`config.mk`:
```
export PLATFORM = sky130hd
export DESIGN_NAME = block_transfer_compare_io_step
export DESIGN_NICKNAME = d
export VERILOG_FILES = /design/src/rtl/core/btcio_pkg.sv /design/src/rtl/core/btcio_exec.sv /design/src/rtl/core/block_transfer_compare_io_step.sv
export SDC_FILE = /design/constraint.sdc
export NUM_CORES = 1
export LEC_CHECK = 0
export BUFFER_PORTS_ARGS = -buffer_cell sky130_fd_sc_hd__buf_4
export CORE_MARGIN = 8
export CORE_UTILIZATION = 30
export CTS_CLUSTER_DIAMETER = 200
export DETAILED_ROUTE_END_ITERATION = 12
export PLACE_DENSITY = 0.54
export SYNTH_ARGS = -nofsm -noshare
export SYNTH_HDL_FRONTEND = slang
export SYNTH_SLANG_ARGS = --single-unit
```
`constraint.sdc`:
```
create_clock -name clk -period 4 [get_ports clk]
set_input_delay 0.8 -clock clk [delete_from_list [all_inputs] [get_ports clk]]
set_output_delay 0.8 -clock clk [all_outputs]
set_load 0.02 [all_outputs]
```
`src/rtl/core/btcio_pkg.sv`:
```
// Package for the block transfer / compare / port I/O step unit.
// Holds the command and result beat structs, operation codes and flag positions.
// No dependencies.
`default_nettype none

package btcio_pkg;

  typedef enum logic [1:0] {
    OP_LOAD     = 2'd0,
    OP_CMP      = 2'd1,
    OP_PORT_IN  = 2'd2,
    OP_PORT_OUT = 2'd3
  } op_t;

  localparam logic [1:0] WT_NONE = 2'd0;
  localparam logic [1:0] WT_MEM  = 2'd1;
  localparam logic [1:0] WT_PORT = 2'd2;

  // kind field layout
  localparam int KIND_DEC_BIT = 2;
  localparam int KIND_REP_BIT = 3;

  // flag register bit positions
  localparam int FLAG_S = 7;
  localparam int FLAG_Z = 6;
  localparam int FLAG_Y = 5;
  localparam int FLAG_H = 4;
  localparam int FLAG_X = 3;
  localparam int FLAG_P = 2;
  localparam int FLAG_N = 1;
  localparam int FLAG_C = 0;

  typedef struct packed {
    logic [3:0]  kind;
    logic [7:0]  reg_a;
    logic [7:0]  reg_f;
    logic [15:0] reg_bc;
    logic [15:0] reg_de;
    logic [15:0] reg_hl;
    logic [15:0] reg_wz;
    logic [15:0] reg_pc;
    logic [7:0]  data_in;
  } btcio_in_t;

  typedef struct packed {
    logic [7:0]  new_f;
    logic [15:0] new_bc;
    logic [15:0] new_de;
    logic [15:0] new_hl;
    logic [15:0] new_wz;
    logic [15:0] new_pc;
    logic [1:0]  write_target;
    logic [15:0] write_addr;
    logic [7:0]  write_data;
    logic        repeat_res;
  } btcio_out_t;

endpackage

`default_nettype wire

```
`src/rtl/core/btcio_exec.sv`:
```
// Combinational datapath for one block instruction step: flags, pair updates,
// write request and repeat decision. Depends on btcio_pkg.
`default_nettype none

module btcio_exec (
  input  btcio_pkg::btcio_in_t  cmd,
  output btcio_pkg::btcio_out_t res
);
  import btcio_pkg::*;

  op_t         op;
  logic        dec;
  logic        rep;
  logic [15:0] step;
  logic [15:0] bc_m1;
  logic [15:0] pc_m2;
  logic [15:0] pc_m1;
  logic [15:0] hl_step;
  logic [15:0] de_step;
  logic [15:0] wz_step;
  logic        bc_nz;

  logic [7:0]  ld_sum;
  logic [7:0]  cp_diff;
  logic [7:0]  cp_adj;
  logic        cp_half;
  logic        cp_zero;

  logic [7:0]  io_b;
  logic [7:0]  io_c;
  logic [15:0] io_bc;
  logic [15:0] io_bc_step;
  logic [7:0]  io_addend;
  logic [8:0]  io_sum;
  logic        io_par;
  logic        io_again;
  logic [7:0]  io_f;

  assign op      = op_t'(cmd.kind[1:0]);
  assign dec     = cmd.kind[KIND_DEC_BIT];
  assign rep     = cmd.kind[KIND_REP_BIT];
  assign step    = dec ? 16'hFFFF : 16'h0001;
  assign bc_m1   = cmd.reg_bc - 16'd1;
  assign bc_nz   = (bc_m1 != 16'd0);
  assign pc_m2   = cmd.reg_pc - 16'd2;
  assign pc_m1   = cmd.reg_pc - 16'd1;
  assign hl_step = cmd.reg_hl + step;
  assign de_step = cmd.reg_de + step;
  assign wz_step = cmd.reg_wz + step;

  assign ld_sum  = cmd.data_in + cmd.reg_a;

  // undocumented y/x come from the difference less the half borrow
  assign cp_diff = cmd.reg_a - cmd.data_in;
  assign cp_half = (cp_diff[3:0] > cmd.reg_a[3:0]);
  assign cp_adj  = cp_half ? (cp_diff - 8'd1) : cp_diff;
  assign cp_zero = (cp_diff == 8'd0);

  assign io_b       = cmd.reg_bc[15:8] - 8'd1;
  assign io_c       = cmd.reg_bc[7:0];
  assign io_bc      = {io_b, io_c};
  assign io_bc_step = ((op == OP_PORT_IN) ? cmd.reg_bc : io_bc) + step;
  // input adds C+/-1, output adds the low byte of the stepped HL
  assign io_addend  = (op == OP_PORT_IN) ? (io_c + step[7:0]) : hl_step[7:0];
  assign io_sum     = {1'b0, io_addend} + {1'b0, cmd.data_in};
  assign io_par     = ~^({5'd0, io_sum[2:0]} ^ io_b);
  assign io_again   = rep && (io_b != 8'd0);

  always_comb begin
    io_f         = '0;
    io_f[FLAG_S] = io_b[7];
    io_f[FLAG_Z] = (io_b == 8'd0);
    io_f[FLAG_H] = io_sum[8];
    io_f[FLAG_P] = io_par;
    io_f[FLAG_N] = cmd.data_in[7];
    io_f[FLAG_C] = io_sum[8];
  end

  always_comb begin
    res              = '0;
    res.new_bc       = cmd.reg_bc;
    res.new_de       = cmd.reg_de;
    res.new_hl       = cmd.reg_hl;
    res.new_wz       = cmd.reg_wz;
    res.new_pc       = cmd.reg_pc;
    res.write_target = WT_NONE;
    unique case (op)
      OP_LOAD: begin
        res.new_f[FLAG_S] = cmd.reg_f[FLAG_S];
        res.new_f[FLAG_Z] = cmd.reg_f[FLAG_Z];
        res.new_f[FLAG_Y] = ld_sum[1];
        res.new_f[FLAG_X] = ld_sum[3];
        res.new_f[FLAG_P] = bc_nz;
        res.new_f[FLAG_C] = cmd.reg_f[FLAG_C];
        res.new_bc        = bc_m1;
        res.new_de        = de_step;
        res.new_hl        = hl_step;
        res.write_target  = WT_MEM;
        res.write_addr    = cmd.reg_de;
        res.write_data    = cmd.data_in;
        res.repeat_res    = rep && bc_nz;
        if (rep && bc_nz) begin
          res.new_pc = pc_m2;
          res.new_wz = pc_m1;
        end
      end
      OP_CMP: begin
        res.new_f[FLAG_S] = cp_diff[7];
        res.new_f[FLAG_Z] = cp_zero;
        res.new_f[FLAG_Y] = cp_adj[1];
        res.new_f[FLAG_H] = cp_half;
        res.new_f[FLAG_X] = cp_adj[3];
        res.new_f[FLAG_P] = bc_nz;
        res.new_f[FLAG_N] = 1'b1;
        res.new_f[FLAG_C] = cmd.reg_f[FLAG_C];
        res.new_bc        = bc_m1;
        res.new_hl        = hl_step;
        res.new_wz        = wz_step;
        res.repeat_res    = rep && bc_nz && !cp_zero;
        if (rep && bc_nz && !cp_zero) begin
          res.new_pc = pc_m2;
          res.new_wz = pc_m1;
        end
      end
      OP_PORT_IN: begin
        res.new_f        = io_f;
        res.new_bc       = io_bc;
        res.new_hl       = hl_step;
        res.new_wz       = io_bc_step;
        res.write_target = WT_MEM;
        res.write_addr   = cmd.reg_hl;
        res.write_data   = cmd.data_in;
        res.repeat_res   = io_again;
        if (io_again) begin
          res.new_pc = pc_m2;
        end
      end
      OP_PORT_OUT: begin
        res.new_f        = io_f;
        res.new_bc       = io_bc;
        res.new_hl       = hl_step;
        res.new_wz       = io_bc_step;
        res.write_target = WT_PORT;
        res.write_addr   = io_bc;
        res.write_data   = cmd.data_in;
        res.repeat_res   = io_again;
        if (io_again) begin
          res.new_pc = pc_m2;
        end
      end
      default: begin
        res.new_f = cmd.reg_f;
      end
    endcase
  end

endmodule

`default_nettype wire

```
`src/rtl/core/block_transfer_compare_io_step.sv`:
```
// Top level of the block transfer / compare / port I/O step unit.
// Instantiates btcio_exec between a command register and a result register.
// Depends on btcio_pkg.
//
// Usage:
//   Command channel: drive cmd and raise start; a beat is taken at each rising
//   edge with start high and busy low. busy stays low, so a new command may be
//   issued in every cycle.
//   Result channel: done is high for exactly one cycle with the result beat on
//   result; the receiver must take it then, it cannot stall the unit.
//   A taken command is registered in the command register, evaluated in one pass of
//   the step logic, and its result is registered in the result register with done.
//   Throughput: one command per cycle, set by the single registered pass of the
//   step datapath between the command and result registers.
//   Reset (synchronous, active high) drops any command in flight; no result
//   beat is produced for it and done is low after reset.
`default_nettype none

module block_transfer_compare_io_step (
  input  wire                   clk,
  input  wire                   rst,
  input  wire                   start,
  output logic                  busy,
  input  btcio_pkg::btcio_in_t  cmd,
  output logic                  done,
  output btcio_pkg::btcio_out_t result
);
  import btcio_pkg::*;

  btcio_in_t  cmd_q;
  logic       cmd_vld;
  btcio_out_t exec_res;

  assign busy = 1'b0;

  always_ff @(posedge clk) begin
    if (rst) begin
      cmd_vld <= 1'b0;
      done    <= 1'b0;
    end else begin
      cmd_vld <= start;
      done    <= cmd_vld;
    end
  end

  always_ff @(posedge clk) begin
    if (start) begin
      cmd_q <= cmd;
    end
    if (cmd_vld) begin
      result <= exec_res;
    end
  end

  btcio_exec u_exec (
    .cmd (cmd_q),
    .res (exec_res)
  );

endmodule

`default_nettype wire

```
==> reports/metrics.csv, run 1 <==
metric;value;unit
status;finished clean;
Core ar.;40600;um2
final WL;36700;um
upper clock frequency limit;277;MHz
area grow syn2layout;25.9;%
crit path capture type;flop;
worst slack at placement;0.419;ns
count leader, synth;edfxtp_1;
dpl cells;1801;
Cell Rows;74;
Max clock buf depth;3;
post-route setup TNS;0;ns
worst hold slack;0.408;ns
Synth top area share;53.2;%
Hold Buf Count CTS;0;
worst reg2reg endpoint;result[33];
routability cong.;0.872;
largest net degree at the start of global routing;63;
Final #Nets;1504;
Seq cells post-synth;220;
Avg Vias per Cell;4.85;
area post-placement;14600;um2
Pins Over Slew Limit;0;
GRT overflow;0;
syn nets;1272;
drt first pass iters;5;
DR iter-0 viols;580;
clock slew at reported path FFs;0.06;ns
initial core utilization;30.3;%
worst hold-check path type;input port to flop;
WS Path Type;flop to flop;
Final Hold Viols;0;
reg2reg path depth;12;
Worst Max-Slew Pin Slew;0.924;ns
share of cells above drive strength 1;22.8;%
worst r2r src;cmd_q[80];
GR Util All Layers;14.8;%
Top FF cell, synth;edfxtp_1;
chip height;219;um
number of global-route vias before repair;8986;
Switching Share;30.3;%
EDFF count, synth;218;
Cells on Worst Hold Path;2;
internal power;5.02;mW
Filler cells;3926;
Post-synth top cells;edfxtp_1 (218), nand2_1 (105), ha_1 (89);
I/O Buffers;221;
Die ar.;47800;um2
sw power;2.18;mW
Logic pwr share;25.7;%
Ys Warns;0;
CTS root buffer;clkbuf_16;
Worst EP arrival;3.90;ns
Clock power frac;32.9;%
vias;8985;
Final WS setup;0.386;ns
antenna violations before repair;1;
Seq pwr share;41.5;%
CTS tree;yes;
Final Non-Filler Cells;1851;
Slew headroom;38.4;%
ranking of synthesized cells by area;edfxtp_1 (53%), ha_1 (9.0%), xnor2_1 (4.8%), xor2_1 (3.8%), nand2_1 (3.2%);
final setup vio count;0;
Synth Instances;1066;
Final HPWL DP;27800;um
cell taking the most area after synthesis;edfxtp_1;
Residual DRC;0;
worst ir drop on vdd;307;uV
R2R setup slack;0.39;ns
Worst EP required;4.29;ns
total CTS buffers;27;
die width;219;um
clk_lat worst skew;0.56;ns
total power draw;7.20;mW
wire per inst;19.8;um
post-synthesis cell type count;76;
CP Max Fanout;6;
cts repair resizes;0;
final clock skew;0.0210;ns
Core Util, Final;38.1;%
# Max-Cap Violations;0;
Post-Layout Inst Area;15500;um2
clock sink total;220;
WHS Endpoint;cmd_vld;
first-pass GRT wire length;54200;um
Pleak;6.13;nW
hold path start;rst;
postcts setup bufs;0;
register area share after synthesis;53.5;%
Final ANT Viol Nets;0;
FFs w/ async S/R, synth;0;%
post-synthesis area per instance;11.6;um2
Syn Std Cell Area;12300;um2
Pwr Density;465;nW/um2
period utilization;90.4;%
H-tree levels;1;
CP Launch Type;flop;
Ports;228;
crit path time final;3.61;ns
RSZ-0062 raised after global routing;no;
==> per-layer routing <==
layer	part of all wire (%)	up-vias	routed length, um	GRT usage [%]
met5	0	-	0	0
met3	5.6	45	2060	3.04
met2	48	241	17500	24.4
li1	-	4414	-	-
met1	44	4285	16200	19.3
met4	2.5	0	922	4.68
==> critical path: stages, from the launching register on <==
cell and delay [ns]:
edfxtp_1 0.52, or3_1 0.48, or3_1 0.39, or3_1 0.38
xnor2_1 0.24, ha_1 0.19, nand3_1 0.10, nor2_1 0.10
nand2_1 0.14, a32oi_4 0.32, inv_2 0.12, and4_1 0.22
xor2_1 0.14
==> placed cells by master (no fill, tap or decap), types with 10 or more instances in the layout <==
| cell type | Yosys | routed |
|---|---|---|
| clkbuf_16 | 0 | 27 |
| or3_1 | 16 | 16 |
| o21ai_0 | 71 | 69 |
| mux2i_1 | 11 | 11 |
| o21ai_1 | 8 | 10 |
| edfxtp_1 | 218 | 218 |
| nor3_1 | 28 | 28 |
| o21a_1 | 14 | 14 |
| ha_1 | 89 | 89 |
| nand2_1 | 105 | 105 |
| nor2_1 | 81 | 81 |
| nand3_1 | 13 | 13 |
| a21o_1 | 12 | 12 |
| nor2b_1 | 18 | 18 |
| a21oi_1 | 55 | 55 |
| buf_4 | 1 | 234 |
| inv_1 | 39 | 39 |
| xnor2_1 | 67 | 66 |
| xor2_1 | 54 | 54 |
==> cell type report <==
type	count	area, um2	share of cell area [%]
Antenna cell	1	2.50	0.0161
Clock buffer	35	726	4.68
Clock inverter	14	129	0.832
Inverter	41	159	1.03
Multi-Input combinational cell	772	5430	35.0
Sequential cell	220	6590	42.5
Tap cell	532	666	4.30
Timing Repair Buffer	236	1800	11.6
==> cells by family (layout without fill, tap and decap cells) <==
group | Yosys count | in the layout | synth area share [%]
AO/OA/AOI/OAI | 228 | 228 | 12.1
XOR/XNOR | 122 | 122 | 8.74
adder cells (fa/ha/maj) | 95 | 95 | 10.0
buffers and inverters | 74 | 326 | 2.50
flip-flops | 220 | 220 | 53.5
multiplexers | 13 | 13 | 1.08
other | 1 | 2 | 0.0305
AND/OR/NAND/NOR | 313 | 313 | 12.0
==> flip-flops by register name, summed over array words and instances, names as in the netlist <==
signal and count:
result 115, done 1, cmd_q 103, cmd_vld 1
==> worst max path at each step <==
stage / start / to / slack [ns] / cells after the start
after floorplan: cmd_q[106] / result[111] / -0.06 / 15
final: cmd_q[80] / result[33] / 0.39 / 12
after global placement: cmd_q[80] / result[33] / 0.46 / 12
after detailed placement: cmd_q[1] / result[32] / 0.42 / 12
after CTS: cmd_q[80] / result[33] / 0.41 / 12
after global routing: cmd_q[80] / result[40] / 0.13 / 14
==> power groups by stage <==
stage          clock, mW  sequential [mW]  combinational (mW)
5_1_grt             2.51             3.01                2.04
3_3_place_gp           0             3.03                1.82
2_1_floorplan          0             3.13                1.08
6_report            2.37             2.99                1.85
4_1_cts             2.44             2.99                1.86
3_5_place_dp           0             3.03                1.85
(Power assumes the default switching activity.)
==> run 2: changes to the inputs <==
Settings changed: BUFFER_PORTS_ARGS -buffer_cell sky130_fd_sc_hd__buf_4 to not set, DONT_BUFFER_PORTS set to 1, PLACE_DENSITY 0.54 to 0.48.
Clock period 4 ns to 3.55 ns, I/O delays scaled along.
==> reports/metrics.csv, run 2 (synthesis results as in run 1) <==
metric;value;unit;change
# Max-Cap Violations;0;;unchanged
die width;219;um;unchanged
worst slack at placement;0.124;ns;was 0.419 ns
vias;8286;;was 8,985
Cells on Worst Hold Path;1;;was 2
Hold Buf Count CTS;0;;unchanged
DR iter-0 viols;632;;was 580
clock slew at reported path FFs;0.06;ns;about the same
CTS root buffer;clkbuf_16;;unchanged
WS Path Type;flop to flop;;unchanged
number of global-route vias before repair;8322;;was 8,986
top flop regs;result (115), cmd_q (103);;unchanged
final clock skew;0.0144;ns;was 0.0210 ns
reg2reg path depth;12;;unchanged
most flop-heavy register;result;;unchanged
sw power;2.47;mW;was 2.18 mW
drt first pass iters;5;;unchanged
Residual DRC;0;;unchanged
final WL;37100;um;was 36,700 um
crit path capture type;flop;;unchanged
largest net degree at the start of global routing;105;;was 63
commonest non-fill, non-tap cell in the layout;edfxtp_1;;was buf_4
chip height;219;um;unchanged
Final Hold Viols;0;;unchanged
wire per inst;22.4;um;was 19.8 um
critical path launch point;cmd_q[106];;was cmd_q[80]
total power draw;8.00;mW;was 7.20 mW
Final #Nets;1307;;was 1,504
status;finished clean;;unchanged
clk_lat worst skew;0.56;ns;about the same
Die ar.;47800;um2;unchanged
hold path start;rst;;unchanged
total CTS buffers;28;;was 27
GR Util All Layers;15.1;%;was 14.8%
commonest cells after routing, fill and taps aside;edfxtp_1 (218), nand2_1 (104), ha_1 (89);;was buf_4 (234), edfxtp_1 (218), nand2_1 (105)
area grow syn2layout;14.7;%;was 25.9%
Worst Max-Slew Pin Slew;0.667;ns;was 0.924 ns
clock sink total;220;;unchanged
Pleak;5.24;nW;was 6.13 nW
GRT overflow;0;;unchanged
worst ir drop on vdd;353;uV;was 307 uV
I/O Buffers;0;;was 221
final setup vio count;0;;unchanged
period utilization;94.7;%;was 90.4%
CP Launch Type;flop;;unchanged
Clock power frac;34.7;%;was 32.9%
Switching Share;30.9;%;was 30.3%
area post-placement;13200;um2;was 14,600 um2
Core ar.;40600;um2;unchanged
Filler cells;4039;;was 3,926
post-route setup TNS;0;ns;unchanged
H-tree levels;1;;unchanged
CTS tree;yes;;unchanged
Final WS setup;0.190;ns;was 0.386 ns
Cell Rows;74;;unchanged
first-pass GRT wire length;54400;um;was 54,200 um
Final ANT Viol Nets;0;;unchanged
crit path time final;3.36;ns;was 3.61 ns
RSZ-0062 raised after global routing;no;;unchanged
routability cong.;0.833;;was 0.872
max reg flops;115;;unchanged
internal power;5.53;mW;was 5.02 mW
worst r2r src;cmd_q[106];;was cmd_q[80]
Final HPWL DP;27700;um;was 27,800 um
upper clock frequency limit;298;MHz;was 277 MHz
Ports;228;;unchanged
antenna violations before repair;8;;was 1
CP Max Fanout;22;;was 6
Core Util, Final;34.7;%;was 38.1%
Worst EP required;3.85;ns;was 4.29 ns
Pwr Density;566;nW/um2;was 465 nW/um2
Seq pwr share;44.4;%;was 41.5%
Slew headroom;55.5;%;was 38.4%
Logic pwr share;20.9;%;was 25.7%
Avg Vias per Cell;5.00;;was 4.85
initial core utilization;30.3;%;unchanged
Pins Over Slew Limit;0;;unchanged
Post-Layout Inst Area;14100;um2;was 15,500 um2
share of cells above drive strength 1;10.5;%;was 22.8%
worst hold-check path type;input port to flop;;unchanged
Max clock buf depth;3;;unchanged
Worst EP arrival;3.66;ns;was 3.90 ns
==> run 2: changes by cell type in the layout (fill, tap and decap cells not counted), sizes merged <==
cell / change
buf: -198
diode: +2
clkinv: +7
clkbuf: -2
clkinvlp: -1
inv: -1
==> run 2: layer usage <==
layer / vias to the layer above / share of wire (%) / GRT usage (%)
met5: - / 0.16 / 0
met4: 8 / 1.9 / 3.94
met3: 53 / 6.8 / 4.20
met2: 199 / 46 / 24.0
met1: 4007 / 45 / 20.0
li1: 4019 / - / -
==> run 2: power groups by stage <==
stage / logic [mW] / registers [mW] / clock network, mW
floorplan: 1.22 / 3.53 / 0
global placement: 1.64 / 3.62 / 0
detailed placement: 1.66 / 3.62 / 0
CTS: 1.67 / 3.57 / 2.86
global route: 1.88 / 3.58 / 2.96
finish: 1.67 / 3.55 / 2.78
==> run 2: timing repair <==
item / CTS / global route
resized for setup: 0 / 15
setup buffers: 0 / 1
setup endpoints to repair: 0 / 27
==> run 2: area by class of cell <==
type	count	area (um2)	area share [%]
Timing Repair Buffer	38	318	2.25
Multi-Input combinational cell	772	5490	38.9
Antenna cell	3	7.51	0.0532
Tap cell	532	666	4.71
Clock inverter	19	151	1.07
Inverter	41	159	1.13
Clock buffer	33	741	5.24
Sequential cell	220	6590	46.7
==> run 2: critical path, stage by stage (launching register included) <==
cell and delay (ns):
edfxtp_1 0.42, buf_12 0.18, buf_4 0.22, ha_1 0.40, nand3_1 0.10, nor2_1 0.17
nor3_1 0.10, o41ai_1 0.58, a211o_1 0.25, a21o_1 0.13, a21oi_1 0.07, xnor2_1 0.13
a221o_1 0.34
==> run 2: final timing paths <==
path | end | slack, ns
max | result[58] | 0.19
min reg2reg | result[24] | 0.58
max reg2reg | result[58] | 0.19
min | cmd_vld | 0.21
==> run 2: per-stage QoR <==
| step | instances | hold WS, ns |
|---|---|---|
| global route | 1657 | 0.181 |
| detailed placement | 1602 | 0.574 |
| global placement | 1602 | 0.568 |
| finish | 1658 | 0.214 |
| floorplan | 1066 | 0.490 |
| CTS | 1654 | 0.180 |
==> run 3: changes to the inputs <==
Settings changed: CORE_UTILIZATION 30 to 50, PLACE_DENSITY 0.48 to 0.69.
==> reports/metrics.csv, run 3 (synthesis results as in run 1) <==
metric;value;unit;change
Core ar.;24200;um2;was 40,600 um2
Slew headroom;42.3;%;was 55.5%
commonest cells after routing, fill and taps aside;edfxtp_1 (218), nand2_1 (105), ha_1 (89);;was edfxtp_1 (218), nand2_1 (104), ha_1 (89)
clock sink total;220;;unchanged
Final Hold Viols;0;;unchanged
upper clock frequency limit;298;MHz;about the same
worst hold slack;0.240;ns;was 0.214 ns
R2R setup slack;0.20;ns;was 0.19 ns
worst hold-check path type;input port to flop;;unchanged
Cell Rows;57;;was 74
crit path capture type;flop;;unchanged
GR Util All Layers;20.6;%;was 15.1%
delay-heaviest family, CP;compound AO/OA/AOI/OAI gates;;unchanged
Worst path slowest cell;edfxtp_1;;was o41ai_1
clk_lat worst skew;0.53;ns;was 0.56 ns
Worst EP required;3.81;ns;was 3.85 ns
worst slack at placement;0.154;ns;was 0.124 ns
Residual DRC;0;;unchanged
WS Path Type;flop to flop;;unchanged
crit-path cells;inv_1 > ha_1 > nor2b_1 > o31a_1 > o31ai_2 > a21oi_2 > xnor2_2 > buf_4 > a31oi_4 > nor2_2 > a222oi_1 > o21ai_1;;was buf_12 > buf_4 > ha_1 > nand3_1 > nor2_1 > nor3_1 > o41ai_1 > a211o_1 > a21o_1 > a21oi_1 > xnor2_1 > a221o_1
commonest non-fill, non-tap cell in the layout;edfxtp_1;;unchanged
total CTS buffers;25;;was 28
routability cong.;0.886;;was 0.833
chip height;173;um;was 219 um
Pins Over Slew Limit;0;;unchanged
final setup vio count;0;;unchanged
area grow syn2layout;11.8;%;was 14.7%
Final Non-Filler Cells;1440;;was 1,658
number of global-route vias before repair;8376;;was 8,322
drt first pass iters;6;;was 5
CP Max Fanout;12;;was 22
max reg flops;115;;unchanged
Max clock buf depth;3;;unchanged
# Max-Cap Violations;0;;unchanged
CTS tree;yes;;unchanged
period utilization;94.5;%;was 94.7%
total power draw;7.88;mW;was 8.00 mW
most flop-heavy register;result;;unchanged
Ports;228;;unchanged
share of cells above drive strength 1;9.45;%;was 10.5%
final clock skew;0.0122;ns;was 0.0144 ns
final WL;31700;um;was 37,100 um
CTS root buffer;clkbuf_16;;unchanged
Pwr Density;572;nW/um2;was 566 nW/um2
GRT overflow;0;;unchanged
Worst Max-Slew Pin Slew;0.865;ns;was 0.667 ns
worst path bufs/invs;2;;unchanged
clock slew at reported path FFs;0.06;ns;about the same
Final WS setup;0.196;ns;was 0.190 ns
Final #Nets;1298;;was 1,307
Filler cells;2067;;was 4,039
status;finished clean;;unchanged
CP Launch Type;flop;;unchanged
crit path time final;3.35;ns;was 3.36 ns
area post-placement;12800;um2;was 13,200 um2
wire per inst;22.0;um;was 22.4 um
first-pass GRT wire length;48500;um;was 54,400 um
initial core utilization;50.8;%;was 30.3%
Post-Layout Inst Area;13800;um2;was 14,100 um2
Pleak;5.19;nW;was 5.24 nW
I/O Buffers;0;;unchanged
vias;8416;;was 8,286
die width;173;um;was 219 um
H-tree levels;1;;unchanged
RSZ-0062 raised after global routing;no;;unchanged
antenna violations before repair;9;;was 8
Final HPWL DP;23600;um;was 27,700 um
DR iter-0 viols;728;;was 632
crit-path max cell delay;0.38;ns;was 0.58 ns
Hold Buf Count CTS;0;;unchanged
Avg Vias per Cell;5.84;;was 5.00
largest net degree at the start of global routing;105;;unchanged
top flop regs;result (115), cmd_q (103);;unchanged
Final ANT Viol Nets;0;;unchanged
dpl cells;1388;;was 1,602
Worst EP arrival;3.61;ns;was 3.66 ns
worst ir drop on vdd;444;uV;was 353 uV
Die ar.;29900;um2;was 47,800 um2
## run 3: repair_timing
item	4_1_cts	5_1_grt
resized for setup	0	5
endpoints found under the hold margin	0	0
setup endpoints to repair	0	13
buffers inserted	0	1
## run 3: final timing paths
path | endpoint | startpoint | cells after the start
worst max register to register | result[47] | cmd_q[1] | 12
worst max-delay path | result[47] | cmd_q[1] | 12
worst min-delay path | cmd_vld | rst | 1
worst min register to register | result[45] | cmd_q[26] | 2
## run 3: through the flow
stage / setup TNS [ns] / util [%]
6_report: 0 / 56.8
5_1_grt: 0 / 56.8
4_1_cts: 0 / 56.6
3_5_place_dp: 0 / 53.0
3_3_place_gp: 0 / 53.0
2_1_floorplan: -2.25 / -
## run 3: final cells by class
class                           count  area, um2  area share, %
Antenna cell                        5       12.5         0.0909
Clock buffer                       26        629           4.57
Clock inverter                     20        244           1.77
Inverter                           41        159           1.15
Multi-Input combinational cell    772       5460           39.7
Sequential cell                   220       6590           47.9
Tap cell                          324        405           2.94
Timing Repair Buffer               32        265           1.93
## run 3: report_power, final
part	switching [mW]	total, mW	internal (mW)
logic	0.909	1.61	0.697
clock network	1.06	2.72	1.66
registers	0.359	3.55	3.19
## run 3: routing by layer
metal  GRT usage (%)  part of all wire, %  vias up
li1                -                    -     3996
met1            26.9                   42     4041
met3            5.12                  7.6       71
met5               0                 0.17        -
met4            7.58                  3.5        8
met2            33.0                   46      300
